<file path="src/rtl/rwl_pkg.sv">
// ----------------------------------------------------------------------------
// rwl_pkg
// Shared types and constants of the readers-writer lock bank: request codes,
// response codes, lock modes and the layout of the lock table and link table.
// ----------------------------------------------------------------------------
package rwl_pkg;

   // Sizes of the lock bank and the task space.
   localparam int LOCK_W    = 3;
   localparam int NUM_LOCKS = 1 << LOCK_W;
   localparam int TASK_W    = 4;
   localparam int NUM_TASKS = 1 << TASK_W;
   localparam int QIDX_W    = TASK_W + 1;
   localparam int CNT_W     = 5;
   localparam int MAX_WAKE  = 16;
   localparam int WAKE_W    = $clog2(MAX_WAKE);

   // Queue pointer value that marks an empty queue.
   localparam logic [QIDX_W-1:0] EMPTY_Q = QIDX_W'(NUM_TASKS);
   localparam logic [CNT_W-1:0]  CNT_MAX = '1;

   // Request actions.
   localparam logic [1:0] ACT_READ    = 2'd0;
   localparam logic [1:0] ACT_WRITE   = 2'd1;
   localparam logic [1:0] ACT_RELEASE = 2'd2;
   localparam logic [1:0] ACT_REINIT  = 2'd3;

   // Response status codes.
   localparam logic [2:0] ST_GRANTED    = 3'd0;
   localparam logic [2:0] ST_QUEUED     = 3'd1;
   localparam logic [2:0] ST_REFUSED    = 3'd2;
   localparam logic [2:0] ST_STILL_HELD = 3'd3;
   localparam logic [2:0] ST_NOW_FREE   = 3'd4;
   localparam logic [2:0] ST_HANDED     = 3'd5;
   localparam logic [2:0] ST_BAD_REL    = 3'd6;

   // Lock modes.
   localparam logic [1:0] MODE_FREE  = 2'd0;
   localparam logic [1:0] MODE_READ  = 2'd1;
   localparam logic [1:0] MODE_WRITE = 2'd2;
   localparam logic [1:0] MODE_PEND  = 2'd3;

   // One entry of the lock table. The head waiter's access type is kept here
   // so that a wake step needs only one read of the link table.
   typedef struct packed {
      logic [1:0]        mode;
      logic [CNT_W-1:0]  count;
      logic [QIDX_W-1:0] head;
      logic [QIDX_W-1:0] tail;
      logic              head_ww;
   } lock_entry_type;

   // One entry of the link table: the waiter behind this task and its type.
   typedef struct packed {
      logic [TASK_W-1:0] id;
      logic              ww;
   } link_entry_type;

   localparam lock_entry_type LOCK_RESET = '{
      mode:    MODE_FREE,
      count:   '0,
      head:    EMPTY_Q,
      tail:    EMPTY_Q,
      head_ww: 1'b0
   };

endpackage

</file>
<file path="src/rtl/rwl_lock_tbl.sv">
// ----------------------------------------------------------------------------
// rwl_lock_tbl
// Lock table: one synchronous memory entry per lock with a registered read.
// A valid bit per entry makes a never-written entry read as a free lock.
// ----------------------------------------------------------------------------
module rwl_lock_tbl
   import rwl_pkg::*;
(
   input  logic                  clock,
   input  logic                  reset,
   input  logic                  rd_en,
   input  logic [LOCK_W-1:0]     rd_addr,
   output lock_entry_type        rd_data,
   input  logic                  wr_en,
   input  logic [LOCK_W-1:0]     wr_addr,
   input  lock_entry_type        wr_data
);

   lock_entry_type         mem [NUM_LOCKS];
   lock_entry_type         rd_q_ff;
   logic                   rd_valid_ff;
   logic [NUM_LOCKS-1:0]   valid_ff;

   // Memory array: one write port and one registered read port.
   always_ff @(posedge clock) begin
      if (wr_en) begin
         mem[wr_addr] <= wr_data;
      end
      if (rd_en) begin
         rd_q_ff <= mem[rd_addr];
      end
   end

   // Valid bits, cleared by reset, and the valid bit of the last read.
   always_ff @(posedge clock) begin
      if (reset) begin
         valid_ff    <= '0;
         rd_valid_ff <= 1'b0;
      end else begin
         if (wr_en) begin
            valid_ff[wr_addr] <= 1'b1;
         end
         if (rd_en) begin
            rd_valid_ff <= valid_ff[rd_addr];
         end
      end
   end

   assign rd_data = rd_valid_ff ? rd_q_ff : LOCK_RESET;

endmodule

</file>
<file path="src/rtl/rw_lock_with_fifo_waiters_top.sv">
// Responses are registered. A request is taken only while busy is low; the block
// reads the lock table, updates the entry and registers the response. A release
// that wakes waiters then walks the queue through the link table, one woken task
// per cycle, paced by the link table read.
// Reset clears all locks to free with empty queues and no task waiting.
// Responses are strobed for one cycle and cannot be stalled.
// ----------------------------------------------------------------------------
// rw_lock_with_fifo_waiters_top
// Bank of readers-writer locks with writer preference and FIFO wait queues
// linked through a per-task link table.
// ----------------------------------------------------------------------------
module rw_lock_with_fifo_waiters_top
   import rwl_pkg::*;
(
   input  logic              clock,
   input  logic              reset,
   input  logic              start,
   output logic              busy,
   input  logic [1:0]        req_action,
   input  logic [LOCK_W-1:0] req_lock_index,
   input  logic [TASK_W-1:0] req_task_id,
   output logic              rsp_valid,
   output logic [2:0]        rsp_status,
   output logic              rsp_woken_valid,
   output logic [TASK_W-1:0] rsp_woken_task,
   output logic              rsp_woken_for_write,
   output logic              rsp_last
);

   localparam logic [1:0] S_IDLE   = 2'd0;
   localparam logic [1:0] S_LOOKUP = 2'd1;
   localparam logic [1:0] S_WAKE   = 2'd2;

   logic [1:0]          state_ff, state_in;
   logic [1:0]          act_ff;
   logic [LOCK_W-1:0]   lk_ff;
   logic [TASK_W-1:0]   tid_ff;
   lock_entry_type      wk_ff, wk_in;
   logic [WAKE_W-1:0]   wake_cnt_ff, wake_cnt_in;
   logic [NUM_TASKS-1:0] waiting_ff, waiting_in;
   logic [LOCK_W-1:0]   wait_lock_ff [NUM_TASKS];
   logic                wl_wr_en;

   link_entry_type      link_mem [NUM_TASKS];
   link_entry_type      link_rd_ff;
   logic                link_wr_en;
   logic [TASK_W-1:0]   link_wr_addr;
   link_entry_type      link_wr_data;
   logic                link_rd_en;
   logic [TASK_W-1:0]   link_rd_addr;

   lock_entry_type      lock_rd;
   logic                lock_wr_en;
   lock_entry_type      lock_wr_data;
   lock_entry_type      upd;
   logic                fin;
   logic                accept;

   logic                rsp_valid_ff, rsp_valid_in;
   logic [2:0]          rsp_status_ff, rsp_status_in;
   logic                rsp_wv_ff, rsp_wv_in;
   logic [TASK_W-1:0]   rsp_wt_ff, rsp_wt_in;
   logic                rsp_ww_ff, rsp_ww_in;
   logic                rsp_last_ff, rsp_last_in;

   assign busy   = (state_ff != S_IDLE);
   assign accept = start && !busy;

   // Lock table, read when a request is taken.
   rwl_lock_tbl u_lock_tbl (
      .clock   (clock),
      .reset   (reset),
      .rd_en   (accept),
      .rd_addr (req_lock_index),
      .rd_data (lock_rd),
      .wr_en   (lock_wr_en),
      .wr_addr (lk_ff),
      .wr_data (lock_wr_data)
   );

   // Link table: entry of a queued task names the waiter behind it.
   always_ff @(posedge clock) begin
      if (link_wr_en) begin
         link_mem[link_wr_addr] <= link_wr_data;
      end
      if (link_rd_en) begin
         link_rd_ff <= link_mem[link_rd_addr];
      end
   end

   // Sequencer: lookup and update, then one wake step per cycle on release.
   always_comb begin
      state_in      = state_ff;
      wk_in         = wk_ff;
      wake_cnt_in   = wake_cnt_ff;
      waiting_in    = waiting_ff;
      wl_wr_en      = 1'b0;
      link_wr_en    = 1'b0;
      link_wr_addr  = tid_ff;
      link_wr_data  = '{id: tid_ff, ww: 1'b0};
      link_rd_en    = 1'b0;
      link_rd_addr  = link_rd_ff.id;
      lock_wr_en    = 1'b0;
      upd           = lock_rd;
      fin           = 1'b0;
      rsp_valid_in  = 1'b0;
      rsp_status_in = ST_REFUSED;
      rsp_wv_in     = 1'b0;
      rsp_wt_in     = '0;
      rsp_ww_in     = 1'b0;
      rsp_last_in   = 1'b0;

      case (state_ff)
         S_IDLE: begin
            if (accept) begin
               state_in = S_LOOKUP;
            end
         end

         S_LOOKUP: begin
            rsp_valid_in = 1'b1;
            rsp_last_in  = 1'b1;
            state_in     = S_IDLE;
            case (act_ff)
               ACT_REINIT: begin
                  // Drop every task queued on this lock.
                  for (int i = 0; i < NUM_TASKS; i++) begin
                     if (wait_lock_ff[i] == lk_ff) begin
                        waiting_in[i] = 1'b0;
                     end
                  end
                  upd           = LOCK_RESET;
                  lock_wr_en    = 1'b1;
                  rsp_status_in = ST_NOW_FREE;
               end

               ACT_READ, ACT_WRITE: begin
                  lock_wr_en = 1'b1;
                  if (waiting_ff[tid_ff]) begin
                     rsp_status_in = ST_REFUSED;
                  end else if (act_ff == ACT_READ &&
                               (lock_rd.mode == MODE_FREE || lock_rd.mode == MODE_READ)) begin
                     if (lock_rd.count >= CNT_MAX) begin
                        rsp_status_in = ST_REFUSED;
                     end else begin
                        upd.count     = lock_rd.count + CNT_W'(1);
                        upd.mode      = MODE_READ;
                        rsp_status_in = ST_GRANTED;
                     end
                  end else if (act_ff == ACT_WRITE && lock_rd.mode == MODE_FREE) begin
                     if (lock_rd.count != '0) begin
                        rsp_status_in = ST_REFUSED;
                     end else begin
                        upd.count     = CNT_W'(1);
                        upd.mode      = MODE_WRITE;
                        rsp_status_in = ST_GRANTED;
                     end
                  end else begin
                     // Append the task to the tail of the wait queue.
                     waiting_in[tid_ff] = 1'b1;
                     wl_wr_en           = 1'b1;
                     if (lock_rd.tail[QIDX_W-1]) begin
                        upd.head    = {1'b0, tid_ff};
                        upd.head_ww = act_ff[0];
                     end else begin
                        link_wr_en   = 1'b1;
                        link_wr_addr = lock_rd.tail[TASK_W-1:0];
                        link_wr_data = '{id: tid_ff, ww: act_ff[0]};
                     end
                     upd.tail = {1'b0, tid_ff};
                     if (act_ff == ACT_WRITE) begin
                        upd.mode = MODE_PEND;
                     end
                     rsp_status_in = ST_QUEUED;
                  end
               end

               default: begin
                  // Release.
                  if (lock_rd.count == '0) begin
                     rsp_status_in = ST_BAD_REL;
                  end else if (lock_rd.count != CNT_W'(1)) begin
                     upd.count     = lock_rd.count - CNT_W'(1);
                     lock_wr_en    = 1'b1;
                     rsp_status_in = ST_STILL_HELD;
                  end else begin
                     upd.count = '0;
                     upd.mode  = MODE_FREE;
                     if (lock_rd.head[QIDX_W-1]) begin
                        lock_wr_en    = 1'b1;
                        rsp_status_in = ST_NOW_FREE;
                     end else begin
                        // Last hold gone with waiters: start the wake walk.
                        rsp_valid_in = 1'b0;
                        rsp_last_in  = 1'b0;
                        wk_in        = upd;
                        wake_cnt_in  = '0;
                        link_rd_en   = 1'b1;
                        link_rd_addr = lock_rd.head[TASK_W-1:0];
                        state_in     = S_WAKE;
                     end
                  end
               end
            endcase
         end

         S_WAKE: begin
            // Wake the head waiter; look one waiter ahead to find the end.
            upd           = wk_ff;
            upd.count     = wk_ff.count + CNT_W'(1);
            rsp_valid_in  = 1'b1;
            rsp_status_in = ST_HANDED;
            rsp_wv_in     = 1'b1;
            rsp_wt_in     = wk_ff.head[TASK_W-1:0];
            rsp_ww_in     = wk_ff.head_ww;
            waiting_in[wk_ff.head[TASK_W-1:0]] = 1'b0;
            upd.mode = wk_ff.head_ww ? MODE_WRITE : MODE_READ;
            fin      = wk_ff.head_ww;
            if (wk_ff.head == wk_ff.tail) begin
               upd.head    = EMPTY_Q;
               upd.tail    = EMPTY_Q;
               upd.head_ww = 1'b0;
               fin         = 1'b1;
            end else begin
               upd.head    = {1'b0, link_rd_ff.id};
               upd.head_ww = link_rd_ff.ww;
               if (!wk_ff.head_ww) begin
                  if (wake_cnt_ff == WAKE_W'(MAX_WAKE - 1)) begin
                     fin = 1'b1;
                  end else if (link_rd_ff.ww) begin
                     upd.mode = MODE_PEND;
                     fin      = 1'b1;
                  end
               end
            end
            if (fin) begin
               rsp_last_in = 1'b1;
               lock_wr_en  = 1'b1;
               state_in    = S_IDLE;
            end else begin
               wk_in       = upd;
               wake_cnt_in = wake_cnt_ff + WAKE_W'(1);
               link_rd_en  = 1'b1;
               link_rd_addr = link_rd_ff.id;
            end
         end

         default: begin
            state_in = S_IDLE;
         end
      endcase
   end

   assign lock_wr_data = upd;

   // Control registers.
   always_ff @(posedge clock) begin
      if (reset) begin
         state_ff     <= S_IDLE;
         waiting_ff   <= '0;
         rsp_valid_ff <= 1'b0;
      end else begin
         state_ff     <= state_in;
         waiting_ff   <= waiting_in;
         rsp_valid_ff <= rsp_valid_in;
      end
   end

   // Request capture, walk registers and response payload.
   always_ff @(posedge clock) begin
      if (accept) begin
         act_ff <= req_action;
         lk_ff  <= req_lock_index;
         tid_ff <= req_task_id;
      end
      if (wl_wr_en) begin
         wait_lock_ff[tid_ff] <= lk_ff;
      end
      wk_ff         <= wk_in;
      wake_cnt_ff   <= wake_cnt_in;
      rsp_status_ff <= rsp_status_in;
      rsp_wv_ff     <= rsp_wv_in;
      rsp_wt_ff     <= rsp_wt_in;
      rsp_ww_ff     <= rsp_ww_in;
      rsp_last_ff   <= rsp_last_in;
   end

   assign rsp_valid           = rsp_valid_ff;
   assign rsp_status          = rsp_status_ff;
   assign rsp_woken_valid     = rsp_wv_ff;
   assign rsp_woken_task      = rsp_wt_ff;
   assign rsp_woken_for_write = rsp_ww_ff;
   assign rsp_last            = rsp_last_ff;

endmodule

</file>
<file path="config.mk">
export PLATFORM = sky130hd
export DESIGN_NAME = rw_lock_with_fifo_waiters_top
export DESIGN_NICKNAME = d
export VERILOG_FILES = /design/src/rtl/rwl_pkg.sv /design/src/rtl/rwl_lock_tbl.sv /design/src/rtl/rw_lock_with_fifo_waiters_top.sv
export SDC_FILE = /design/constraint.sdc
export NUM_CORES = 1
export LEC_CHECK = 0
export BUFFER_PORTS_ARGS = -buffer_cell sky130_fd_sc_hd__buf_4
export CORE_MARGIN = 2
export CORE_UTILIZATION = 55
export DETAILED_ROUTE_END_ITERATION = 12
export PLACE_DENSITY = 0.71
export SLEW_MARGIN = 10
export SYNTH_ARGS = -nofsm -noshare
export SYNTH_HDL_FRONTEND = slang
export SYNTH_HIERARCHICAL = 1
export SYNTH_SLANG_ARGS = --single-unit
</file>
<file path="constraint.sdc">
create_clock -name clock -period 5.9 [get_ports clock]
set_input_delay 1.77 -clock clock [delete_from_list [all_inputs] [get_ports clock]]
set_output_delay 1.77 -clock clock [all_outputs]
set_load 0.005 [all_outputs]
</file>
==> impl_metrics.tcl <==
set metrics [dict create \
    slew_violations 0 \
    fin_tns_setup_ns 0 \
    met2_usage_pct 37.5 \
    tritoncts "done" \
    drc 0 \
    grt_max_degree 42 \
    row_count 63 \
    worst_hold_slack_ns 0.469 \
    synthCells 1183 \
    firstDrtPassIters 5 \
    die_w_um 177 \
    grt_pass1_vias 9753 \
    core_sq_um 29500 \
    fmax_mhz 237 \
    setup_viol 0 \
    cts_sinks 362 \
    final_cell_mix "324 x edfxtp_1, 92 x nor2_1, 71 x nand2_1" \
    seqCellArea_sq_um 10500 \
    syn-num-nets 1205 \
    yosysWarnings 6 \
    fillers 2191 \
    routabilityCongestion 0.933 \
    status "completed" \
    via_count 10100 \
    drtAntennaViolNets 0 \
    overflow 0 \
    maxSlewHeadroom_pct 19.2 \
    end_kind "register" \
    grt_use_met3_pct 3.46 \
    final_nets 1219 \
    dieArea_sq_um 31300 \
    clk_latency_ns 0.53 \
    numPortBuffers 23 \
    top_usage_layer "met2" \
    min_period_ns 4.23 \
    synth_ff_type "edfxtp_1" \
    hold_violations 0 \
    cts.reportedPaths.clkPinSlew_ns 0.06 \
    grt_pass1_wl_um 56200 \
    cts_max_level 2 \
    path_class "reg2reg" \
    synth_edf_count 324 \
    cts-root-buf "clkbuf_16" \
    synthesis.area_sq_um 16400 \
    die_height_um 177 \
    tightest_slew_ns 1.20 \
    wire_per_inst_um 22.7 \
    drt_iter0_drc 1202 \
    yosysSeqAreaShare_pct 63.9 \
    layout-drive-gt1-share_pct 14.9 \
    num_io_pins 24 \
    ys_types 76 \
    start_util_pct 55.7 \
    area_growth_pct 10.9 \
    use_met1_pct 34.0 \
    ys_ff_latch 362 \
    final_common_cell "edfxtp_1" \
    post_drt_via_cell_ratio 6.24 \
    arrival_ns 4.36 \
    multi_input_area_sq_um 5560 \
    cts.path.max_buffers 3 \
    post-cts-setup-buffer-count 0 \
    p_per_area_nw_per_um2 306 \
    worstHoldPathType "reg2reg" \
    async_flop_share_pct 0 \
    worstSetupStartpointType "register" \
    path_max_fanout 19 \
    grt.total_usage_pct 23.7 \
    crit_required_ns 6.03 \
    cts-buffers-inserted 39 \
    ir_worst_vdd_v 0.000290 \
    n_antenna_cell 0 \
    cts_resized 0 \
    cts_hold_buf 0 \
    avgSynthCellArea_sq_um 13.9 \
    clock_skew_ns 0.0186 \
    leakage_nw 6.03 \
    rsz0062_at_grt "false" \
    antenna_found_initial 0 \
    dp_hpwl_um 23500 \
    maxCapViolations 0 \
    wl_um 36700 \
    fin_crit_sh_pct 71.7 \
]
cell families (layout without fill, tap and decap cells):
family	after synthesis	in the layout	synth area share [%]
fa+ha+maj	10	10	0.762
simple gates	332	332	10.6
mux	105	105	9.85
compound gates	224	224	9.17
flops	362	362	63.9
buf+inv	90	132	2.58
xor+xnor	60	60	3.20
through the flow:
stage               utilization, %  total power (W)  worst slack (ns)  area [sq um]  cells
floorplan                        -          0.00315              1.23         16400   1183
global placement              57.5          0.00325              1.86         17000   1546
detailed placement            57.5          0.00326              1.70         17000   1546
CTS                           61.8          0.00562              1.64         18200   1615
global route                  61.8          0.00574              1.30         18200   1615
finish                        61.8          0.00558              1.67         18200   1615
state kept, by name, summed over array words and instances, names as in the netlist:
name / cells
u_lock_tbl/mem: 144
link_mem: 80
wait_lock_ff: 48
u_lock_tbl/rd_q_ff: 18
waiting_ff: 16
wk_ff: 16
u_lock_tbl/valid_ff: 8
link_rd_ff: 5
rsp_woken_task: 4
tid_ff: 4
wake_cnt_ff: 4
lk_ff: 3
rsp_status: 3
act_ff: 2
state_ff: 2
rsp_last: 1
rsp_valid: 1
rsp_woken_for_write: 1
rsp_woken_valid: 1
u_lock_tbl/rd_valid_ff: 1
worst paths after layout:
check                                                          from                                   to  slack (ns)  cells after the start
worst max-delay path            u_lock_tbl/rd_valid_ff$_SDFFE_PP0P_      u_lock_tbl/mem[7][10]$_DFFE_PP_        1.67                     10
worst max register to register  u_lock_tbl/rd_valid_ff$_SDFFE_PP0P_      u_lock_tbl/mem[7][10]$_DFFE_PP_        1.67                     10
worst min-delay path            u_lock_tbl/valid_ff[5]$_SDFFE_PP0P_  u_lock_tbl/valid_ff[5]$_SDFFE_PP0P_        0.47                      2
worst min register to register  u_lock_tbl/valid_ff[5]$_SDFFE_PP0P_  u_lock_tbl/valid_ff[5]$_SDFFE_PP0P_        0.47                      2
final cells by class:
cell class	instances	share of cell area [%]
Clock buffer	52	5.91
Clock inverter	17	0.976
Inverter	15	0.309
Multi-Input combinational cell	731	30.5
Sequential cell	362	57.6
Tap cell	390	2.68
Timing Repair Buffer	48	1.98
cells in the mapped netlist (17+ instances only):
cell type	number	area, sq um
a211oi_1	21	158
a21oi_1	52	260
and2_1	28	175
clkbuf_1	51	191
dfxtp_1	38	761
edfxtp_1	324	9730
mux2_2	24	270
mux2i_1	39	390
mux4_2	35	788
nand2_1	71	267
nand2b_1	18	113
nand3b_1	19	143
nor2_1	93	349
nor3_1	27	135
o21ai_0	49	245
o31ai_1	17	128
xor2_1	52	455
critical path, cell delays in order, from the launching register on:
cell and delay (ns):
dfxtp_1 0.60, and2_1 0.35, inv_1 0.13, ha_1 0.27, nor4b_1 0.16, buf_4 0.19
o21ai_0 0.17, nand2_1 0.07, a21boi_0 0.74, nand2_1 0.23, nor2_2 0.94
power by group:
part           switching, W  internal [W]  leakage [nW]
logic              0.000218      0.000124          2.13
registers         0.0000327       0.00283          3.29
clock network      0.000954       0.00142         0.609
total               0.00120       0.00437          6.03
layer usage:
metal | routed length [um] | vias up
li1 | - | 4577
met1 | 16000 | 5003
met2 | 17200 | 411
met3 | 2430 | 79
met4 | 1150 | 0
met5 | 0 | -
Note: power is estimated with default switching activity, not from simulation.
